==> config.mk <==
export PLATFORM = sky130hd
export DESIGN_NAME = mpeg1_program_stream_parser_top
export DESIGN_NICKNAME = d
export VERILOG_FILES = /design/src/rtl/mpsp_pkg.sv /design/src/rtl/mpsp_parser.sv /design/src/rtl/mpeg1_program_stream_parser_top.sv
export SDC_FILE = /design/constraint.sdc
export NUM_CORES = 1
export LEC_CHECK = 0
export BUFFER_PORTS_ARGS = -buffer_cell sky130_fd_sc_hd__buf_2
export CAP_MARGIN = 40
export CORE_ASPECT_RATIO = 0.9
export CORE_MARGIN = 4
export CORE_UTILIZATION = 65
export CTS_BUF_LIST = sky130_fd_sc_hd__clkbuf_2
export DETAILED_ROUTE_END_ITERATION = 10
export GPL_TIMING_DRIVEN = 0
export PLACE_DENSITY = 0.87
export SKIP_LAST_GASP = 1
export SLEW_MARGIN = 5
export SYNTH_ARGS = -nofsm -noshare
export SYNTH_HDL_FRONTEND = slang
export SYNTH_HIERARCHICAL = 1
export SYNTH_SLANG_ARGS = --single-unit
==> constraint.sdc <==
create_clock -name clk -period 8.1 [get_ports clk]
set_clock_uncertainty 0.1 [all_clocks]
set_input_delay 0.405 -clock clk [delete_from_list [all_inputs] [get_ports clk]]
set_output_delay 0.405 -clock clk [all_outputs]
set_load 0.01 [all_outputs]
==> src/rtl/mpsp_pkg.sv <==
package mpsp_pkg;

  // Stream numbering limits (video E0+n, audio C0+n)
  localparam int VIDEO_STREAMS = 16;
  localparam int AUDIO_STREAMS = 32;

  // Start code suffixes
  localparam logic [7:0] SC_PACK     = 8'hBA;
  localparam logic [7:0] SC_SYSTEM   = 8'hBB;
  localparam logic [7:0] SC_PADDING  = 8'hBE;
  localparam logic [7:0] SC_PRIVATE2 = 8'hBF;
  localparam logic [7:0] SC_PROG_END = 8'hB9;

  localparam logic [7:0] STUFF_BYTE  = 8'hFF;
  localparam logic [7:0] NO_STAMP    = 8'h0F;

  // Result kinds
  localparam logic [2:0] KIND_PAYLOAD = 3'd0;
  localparam logic [2:0] KIND_SCR     = 3'd1;
  localparam logic [2:0] KIND_PTS     = 3'd2;
  localparam logic [2:0] KIND_DTS     = 3'd3;
  localparam logic [2:0] KIND_STD     = 3'd4;

  typedef struct packed {
    logic [2:0]  kind;
    logic [7:0]  payload_byte;
    logic [32:0] time_stamp;
    logic        std_scale;
    logic [12:0] std_size;
    logic        is_audio;
    logic [4:0]  stream_index;
    logic        last_of_packet;
  } result_t;

  // 5 gathered bytes -> 33-bit clock value, marker bits dropped
  function automatic logic [32:0] decode_stamp(input logic [39:0] g);
    decode_stamp = {g[35:33], g[31:24], g[23:17], g[15:8], g[7:1]};
  endfunction

endpackage

==> src/rtl/mpsp_parser.sv <==
module mpsp_parser (
  input  logic              clk,
  input  logic              rst_n,
  input  logic              step_en,
  input  logic [7:0]        step_byte,
  output logic              res_vld,
  output mpsp_pkg::result_t res
);
  import mpsp_pkg::*;

  typedef enum logic [3:0] {
    PH_SYNC     = 4'd0,
    PH_PACK     = 4'd1,
    PH_LEN_SKIP = 4'd2,
    PH_LEN_AV   = 4'd3,
    PH_SKIP     = 4'd4,
    PH_STUFF    = 4'd5,
    PH_STD2     = 4'd6,
    PH_TSCHECK  = 4'd7,
    PH_PTS      = 4'd8,
    PH_DTSCHECK = 4'd9,
    PH_DTS      = 4'd10,
    PH_PAYLOAD  = 4'd11,
    PH_END      = 4'd12
  } phase_t;

  phase_t      phase_r, phase_nxt;
  logic [23:0] win_r, win_nxt;      // last three bytes seen while searching
  logic [15:0] br_r, br_nxt;
  logic [3:0]  cnt_r, cnt_nxt;
  logic [39:0] stamp_r, stamp_nxt;
  logic        aud_r, aud_nxt;
  logic [4:0]  stream_r, stream_nxt;
  logic        dts_r, dts_nxt;

  logic [15:0] br_dec;
  logic [3:0]  cnt_inc;
  logic [39:0] shifted;
  logic [15:0] len_full;
  logic        as_pay;
  logic        mk_hi, mk_pts;
  logic [7:0]  b;

  assign b       = step_byte;
  assign br_dec  = (br_r != 16'd0) ? br_r - 16'd1 : br_r;
  assign cnt_inc = cnt_r + 4'd1;
  assign shifted = {stamp_r[31:0], b};
  assign len_full = br_r | {8'h00, b};
  assign mk_hi   = (b[7:4] == 4'h3);
  assign mk_pts  = (b[7:4] == 4'h2) || mk_hi;

  always_comb begin
    phase_nxt  = phase_r;
    win_nxt    = win_r;
    br_nxt     = br_r;
    cnt_nxt    = cnt_r;
    stamp_nxt  = stamp_r;
    aud_nxt    = aud_r;
    stream_nxt = stream_r;
    dts_nxt    = dts_r;
    res_vld    = 1'b0;
    res        = '0;
    as_pay     = 1'b0;

    case (phase_r)
      PH_PACK: begin
        cnt_nxt = cnt_inc;
        if (cnt_inc <= 4'd5) stamp_nxt = shifted;
        if (cnt_inc == 4'd5) begin
          res_vld         = 1'b1;
          res.kind        = KIND_SCR;
          res.time_stamp  = decode_stamp(shifted);
        end
        if (cnt_inc >= 4'd8) begin
          phase_nxt = PH_SYNC;
          win_nxt   = '0;
          cnt_nxt   = '0;
        end
      end
      PH_LEN_SKIP, PH_LEN_AV: begin
        if (cnt_r == 4'd0) begin
          br_nxt  = {b, 8'h00};
          cnt_nxt = 4'd1;
        end else begin
          br_nxt  = len_full;
          cnt_nxt = '0;
          if (len_full == 16'd0) begin
            phase_nxt = PH_SYNC;
            win_nxt   = '0;
          end else if (phase_r == PH_LEN_SKIP) begin
            phase_nxt = PH_SKIP;
          end else begin
            phase_nxt = PH_STUFF;
          end
        end
      end
      PH_SKIP: begin
        br_nxt = br_dec;
        if (br_dec == 16'd0) begin
          phase_nxt = PH_SYNC;
          win_nxt   = '0;
          cnt_nxt   = '0;
        end
      end
      PH_END: begin
      end
      PH_STUFF, PH_STD2, PH_TSCHECK, PH_PTS, PH_DTSCHECK, PH_DTS, PH_PAYLOAD: begin
        br_nxt = br_dec;
        case (phase_r)
          PH_STUFF: begin
            if (b == STUFF_BYTE) begin
            end else if (b == NO_STAMP) begin
              phase_nxt = PH_PAYLOAD;
            end else if (b[7:6] == 2'b01) begin
              stamp_nxt = {32'h0, b};
              phase_nxt = PH_STD2;
            end else if (mk_pts) begin
              dts_nxt   = mk_hi;
              stamp_nxt = {32'h0, b};
              cnt_nxt   = 4'd1;
              phase_nxt = PH_PTS;
            end else begin
              phase_nxt = PH_PAYLOAD;
              as_pay    = 1'b1;
            end
          end
          PH_STD2: begin
            res_vld       = 1'b1;
            res.kind      = KIND_STD;
            res.std_scale = stamp_r[5];
            res.std_size  = {stamp_r[4:0], b};
            phase_nxt     = PH_TSCHECK;
          end
          PH_TSCHECK: begin
            if (b == NO_STAMP) begin
              phase_nxt = PH_PAYLOAD;
            end else if (mk_pts) begin
              dts_nxt   = mk_hi;
              stamp_nxt = {32'h0, b};
              cnt_nxt   = 4'd1;
              phase_nxt = PH_PTS;
            end else begin
              phase_nxt = PH_PAYLOAD;
              as_pay    = 1'b1;
            end
          end
          PH_PTS, PH_DTS: begin
            stamp_nxt = shifted;
            cnt_nxt   = cnt_inc;
            if (cnt_inc >= 4'd5) begin
              res_vld        = 1'b1;
              res.kind       = (phase_r == PH_PTS) ? KIND_PTS : KIND_DTS;
              res.time_stamp = decode_stamp(shifted);
              cnt_nxt        = '0;
              phase_nxt      = (phase_r == PH_PTS && dts_r) ? PH_DTSCHECK : PH_PAYLOAD;
            end
          end
          PH_DTSCHECK: begin
            if (b[7:4] == 4'h1) begin
              stamp_nxt = {32'h0, b};
              cnt_nxt   = 4'd1;
              phase_nxt = PH_DTS;
            end else begin
              phase_nxt = PH_PAYLOAD;
              as_pay    = 1'b1;
            end
          end
          default: as_pay = 1'b1;
        endcase
        if (as_pay) begin
          res_vld            = 1'b1;
          res.kind           = KIND_PAYLOAD;
          res.payload_byte   = b;
          res.last_of_packet = (br_dec == 16'd0);
        end
        if (res_vld) begin
          res.is_audio     = aud_r;
          res.stream_index = stream_r;
        end
        // length runs out: packet ends, even mid-header
        if (br_dec == 16'd0) begin
          phase_nxt = PH_SYNC;
          win_nxt   = '0;
          cnt_nxt   = '0;
        end
      end
      default: begin
        // search: slide window, look for 00 00 01 xx
        win_nxt = {win_r[15:0], b};
        if (win_r == 24'h000001) begin
          cnt_nxt = '0;
          win_nxt = '0;
          if (b == SC_PACK) begin
            stamp_nxt = '0;
            phase_nxt = PH_PACK;
          end else if (b == SC_SYSTEM || b == SC_PADDING || b == SC_PRIVATE2) begin
            phase_nxt = PH_LEN_SKIP;
          end else if (b == SC_PROG_END) begin
            phase_nxt = PH_END;
          end else if (b[7:4] == 4'hE && {1'b0, b[3:0]} < 5'(VIDEO_STREAMS)) begin
            aud_nxt    = 1'b0;
            stream_nxt = b[4:0];
            phase_nxt  = PH_LEN_AV;
          end else if (b[7:5] == 3'b110 && {1'b0, b[4:0]} < 6'(AUDIO_STREAMS)) begin
            aud_nxt    = 1'b1;
            stream_nxt = b[4:0];
            phase_nxt  = PH_LEN_AV;
          end else begin
            win_nxt = {win_r[15:0], b};  // unknown code, keep sliding
          end
        end
      end
    endcase
  end

  always_ff @(posedge clk) begin
    if (!rst_n) begin
      phase_r  <= PH_SYNC;
      win_r    <= '0;
      br_r     <= '0;
      cnt_r    <= '0;
      stamp_r  <= '0;
      aud_r    <= 1'b0;
      stream_r <= '0;
      dts_r    <= 1'b0;
    end else if (step_en) begin
      phase_r  <= phase_nxt;
      win_r    <= win_nxt;
      br_r     <= br_nxt;
      cnt_r    <= cnt_nxt;
      stamp_r  <= stamp_nxt;
      aud_r    <= aud_nxt;
      stream_r <= stream_nxt;
      dts_r    <= dts_nxt;
    end
  end

endmodule

==> src/rtl/mpeg1_program_stream_parser_top.sv <==
// MPEG-1 program stream parser. Bytes enter on the in_ channel one per
// transaction and are parsed at a sustained rate of one byte per clock
// while out_stall does not hold the output register full. A byte is
// captured in an input register, parsed by one step of shallow logic,
// and any result lands in the output register, from which it shows on
// the out_ channel. The output register parts the two sides, so a new
// byte is taken while a result waits; in_stall rises only while both
// the input and output registers are full and the output is stalled.
// Results: SCR per pack header, STD buffer info, PTS and DTS of
// audio/video packets, then payload bytes tagged with the stream and
// with the last byte of each packet marked. System, padding and
// private-2 packets are skipped; after a program end code every byte
// is dropped until reset.
module mpeg1_program_stream_parser_top (
  input  logic        clk,
  input  logic        rst_n,
  input  logic        in_valid,
  output logic        in_stall,
  input  logic [7:0]  in_stream_byte,
  output logic        out_valid,
  input  logic        out_stall,
  output logic [2:0]  out_result_kind,
  output logic [7:0]  out_payload_byte,
  output logic [32:0] out_time_stamp,
  output logic        out_std_scale,
  output logic [12:0] out_std_size,
  output logic        out_is_audio,
  output logic [4:0]  out_stream_index,
  output logic        out_last_of_packet
);
  import mpsp_pkg::*;

  // input register
  logic       byte_vld_r;
  logic [7:0] byte_r;

  // output register
  logic       out_vld_r;
  result_t    out_r;

  // parser step result
  logic       step_vld;
  result_t    step_res;
  logic       advance;

  // a byte is parsed when the output register is free or being emptied
  assign advance  = byte_vld_r && (!out_vld_r || !out_stall);
  assign in_stall = byte_vld_r && !advance;

  mpsp_parser u_parser (
    .clk       (clk),
    .rst_n     (rst_n),
    .step_en   (advance),
    .step_byte (byte_r),
    .res_vld   (step_vld),
    .res       (step_res)
  );

  always_ff @(posedge clk) begin
    if (!rst_n) begin
      byte_vld_r <= 1'b0;
      out_vld_r  <= 1'b0;
    end else begin
      if (in_valid && !in_stall) begin
        byte_vld_r <= 1'b1;
      end else if (advance) begin
        byte_vld_r <= 1'b0;
      end
      if (advance) begin
        out_vld_r <= step_vld;
      end else if (out_vld_r && !out_stall) begin
        out_vld_r <= 1'b0;
      end
    end
  end

  // payload registers, no reset
  always_ff @(posedge clk) begin
    if (in_valid && !in_stall) begin
      byte_r <= in_stream_byte;
    end
    if (advance && step_vld) begin
      out_r <= step_res;
    end
  end

  assign out_valid          = out_vld_r;
  assign out_result_kind    = out_r.kind;
  assign out_payload_byte   = out_r.payload_byte;
  assign out_time_stamp     = out_r.time_stamp;
  assign out_std_scale      = out_r.std_scale;
  assign out_std_size       = out_r.std_size;
  assign out_is_audio       = out_r.is_audio;
  assign out_stream_index   = out_r.stream_index;
  assign out_last_of_packet = out_r.last_of_packet;

`ifndef ASSERT_OFF
  // only payload bytes may close a packet
  a_last_only_payload: assert property (@(posedge clk) disable iff (!rst_n)
    out_valid && out_result_kind != KIND_PAYLOAD |-> !out_last_of_packet)
    else $error("last_of_packet set on a non-payload result");

  // SCR carries no stream tag
  a_scr_no_stream: assert property (@(posedge clk) disable iff (!rst_n)
    out_valid && out_result_kind == KIND_SCR |-> !out_is_audio && out_stream_index == 5'd0)
    else $error("SCR result tagged with a stream");

  // a held byte is not lost while the output is blocked
  a_byte_held: assert property (@(posedge clk) disable iff (!rst_n)
    byte_vld_r && !advance |=> byte_vld_r && $stable(byte_r))
    else $error("input byte dropped while stalled");

  // kind stays within the defined codes
  a_kind_range: assert property (@(posedge clk) disable iff (!rst_n)
    out_valid |-> out_result_kind <= KIND_STD)
    else $error("undefined result kind");
`endif

endmodule

==> results_dict.tcl <==
set metrics [dict create \
    outcome "complete, no violations" \
    dr.pass1.iters 5 \
    avgViaCountPerCell 6.29 \
    grt-ovfl-total 0 \
    fp-row-count 37 \
    synth_edf_count 73 \
    cpMostUsedCell "nand2_1" \
    dp_hpwl_um 14900 \
    critPathLaunchType "flip-flop" \
    fin_ws_ns 4.31 \
    htree_levels 4 \
    worst_pin_slew_ns 0.859 \
    yosys_warnings 6 \
    slew_violations 0 \
    post_cts.repair.setup_buffers 0 \
    path_class "reg2reg" \
    drt-total-wl_um 21300 \
    cts.sinks 157 \
    hp-class "in2reg" \
    final_util_pct 75.2 \
    cp_num_buf_inv 5 \
    grt_max_degree 33 \
    powerDensity_nw_per_um2 158 \
    final.period_utilization_pct 46.8 \
    synth.area.top_cells "edfxtp_1 29%, dfxtp_1 22%, and2_1 4.5%, nor2_1 4.0%, nand2_1 3.1%" \
    peakVddDrop_uv 216 \
    min_period_ns 3.79 \
    maxCapViolations 0 \
    wl_per_cell_um 20.0 \
    drive_above_1_share_pct 19.0 \
    slew_headroom_pct 42.2 \
    cp_cell_sequence "inv_1, ha_1, clkbuf_1, nand2_1, nor2_1, nor2_1, a21oi_1, inv_1, nand2_1, nand2_1, a21oi_4, buf_16, buf_12" \
    synth.avg_cell_area_sq_um 9.74 \
    port_buffers 78 \
    die_h_um 111 \
    max_stage_delay_ns 0.44 \
    grt_pass1_wl_um 33400 \
    vias 6681 \
    regArea_sq_um 3870 \
    syn_nets 799 \
    clk_latency_ns 0.72 \
    synth_top_area_cell "edfxtp_1" \
    path_clk_slew_ns 0.22 \
    place_ws_ns 4.36 \
    cp_max_fo 32 \
    multiInputGateArea_sq_um 3380 \
    setup_viol 0 \
    hold_violations 0 \
    worst_path_dominant_cell_family "simple AND/OR/NAND/NOR gates" \
    dieArea_sq_um 13500 \
    cts_resized 0 \
    rsz0062_at_grt "false" \
    cts_buffers 17 \
    start_util_pct 66.4 \
    grt_usage_pct 31.9 \
    grt_pass1_vias 6378 \
    die_w_um 122 \
    p_leak_uw 0.00347 \
    placed_cell_area_sq_um 8240 \
    drc 0 \
    antenna_left 0 \
    seq_area_frac_synth_pct 51.0 \
    syn_inst 779 \
    async_flop_share_pct 0 \
    ys_types 74 \
    fillers 783 \
    gp_congestion 0.966 \
    crit_path_end_kind "flip-flop" \
    tns_ns 0 \
    synth_top_area_share_pct 28.9 \
    fmax_ghz 0.264 \
    final_nets 910 \
    synthesis.area_sq_um 7590 \
    ctsHoldBuffers 12 \
    tritoncts "yes" \
    area_growth_pct 13.3 \
    finalInstanceArea_sq_um 8600 \
    root_buffer "clkbuf_2" \
    arrival_ns 4.13 \
    synth.ff_latch_count 157 \
    cp.required_ns 8.45 \
    first_iter_violations 841 \
    synth_top_flop_cell "dfxtp_1" \
    antenna_found_initial 1 \
    coreArea_sq_um 11400 \
    ioPinCount 79 \
    crit_slowest_cell "a21oi_4" \
    cts.path.max_buffers 2 \
]
-- power by group --
part           switching, uW  internal, uW  total (uW)
sequential              5.45           830         836
combinational           67.9          29.3        97.1
clock                    280           150         430
total                    353          1010        1360
-- through the flow --
stage	hold slack [ns]	power, uW	std cells
after floorplan	0.334	909	779
after global placement	0.347	938	1013
after detailed placement	0.353	940	1015
after CTS	0.0172	1370	1059
after global routing	0.0916	1410	1062
final	0.109	1360	1062
-- synth_stat cells, drive strengths merged (3+ instances only) --
cell,n
a221oi,3
nand2,62
o21a,4
inv,22
or4,9
a211oi,10
ha,8
o221a,5
o211ai,8
nand4,13
dfxtp,84
clkbuf,37
nand2b,4
nor4,16
o21ai,52
mux2i,8
a22oi,28
o32ai,3
o31ai,7
buf,21
edfxtp,73
nor3,22
nor2,81
and3,3
a21boi,4
a21oi,35
xnor2,4
or2,3
and2,55
o311ai,3
xor2,3
nor2b,6
a31oi,9
nand3,40
-- routing by layer --
metal | GRT usage, % | wire, um | up-vias
met1 | 42.4 | 8670 | 3133
met4 | 12.1 | 557 | 0
met5 | 0 | 0 | -
met3 | 7.99 | 2120 | 47
met2 | 50.5 | 9920 | 414
li1 | - | - | 3087
-- cell families (layout without fill, tap and decap cells) --
kind of cell	Yosys count	in the layout	synth area share (%)
AO/OA/AOI/OAI	194	194	17.7
AND/OR/NAND/NOR	325	325	23.4
buffers and inverters	80	204	4.62
multiplexers	8	8	1.05
flip-flops	157	157	51.0
XOR/XNOR	7	7	0.808
other	0	3	0
adder cells (fa/ha/maj)	8	8	1.32
-- tightest hold or removal path, delay by kind of cell --
kind,cells,cell delay [ns]
AOI/OAI and AO/OA,3,0.27
buffers and inverters,1,0.16
and+or+nand+nor,1,0.07
-- flip-flops by register name, summed over array words and instances, names as in the netlist, 8 cells and up --
| register | cells |
|---|---|
| byte_r | 8 |
| u_parser/stamp_r | 27 |
| u_parser/br_r | 16 |
| out_time_stamp | 33 |
| out_payload_byte | 8 |
| out_std_size | 13 |
| u_parser/win_r | 24 |
-- final timing paths --
path / from / slack, ns / end / cells after the start
worst max-delay path: u_parser/phase_r[3] / 4.31 / out_time_stamp[12] / 13
worst min register to register: u_parser/win_r[11] / 0.37 / u_parser/win_r[19] / 2
worst max register to register: u_parser/phase_r[3] / 4.31 / out_time_stamp[12] / 13
worst min-delay path: rst_n / 0.11 / u_parser/win_r[4] / 5
-- final cells by class --
| type | instances | share of cell area, % |
|---|---|---|
| clock buffer | 20 | 1.16 |
| multi-input combinational | 542 | 39.3 |
| antenna | 3 | 0.0873 |
| timing repair buffer | 92 | 6.49 |
| clock inverter | 12 | 1.61 |
| tap | 156 | 2.27 |
| sequential | 157 | 45.0 |
| buffer | 58 | 3.11 |
| inverter | 22 | 0.960 |
-- layout by cell type (no fill, tap or decap), drive strengths merged, types with 5 or more instances in the layout --
| cell | instances |
|---|---|
| clkinv | 5 |
| o221a | 5 |
| nand2 | 62 |
| o211ai | 8 |
| o21ai | 52 |
| a211oi | 10 |
| inv | 26 |
| nor3 | 22 |
| mux2i | 8 |
| ha | 8 |
| nor2 | 81 |
| and2 | 55 |
| nand4 | 13 |
| or4 | 9 |
| nor4 | 16 |
| a22oi | 28 |
| nand3 | 40 |
| dlygate4sd3 | 12 |
| edfxtp | 73 |
| a31oi | 9 |
| clkbuf | 57 |
| buf | 101 |
| nor2b | 6 |
| a21oi | 35 |
| dfxtp | 84 |
| o31ai | 7 |
Note: power is estimated with default switching activity, not from simulation.
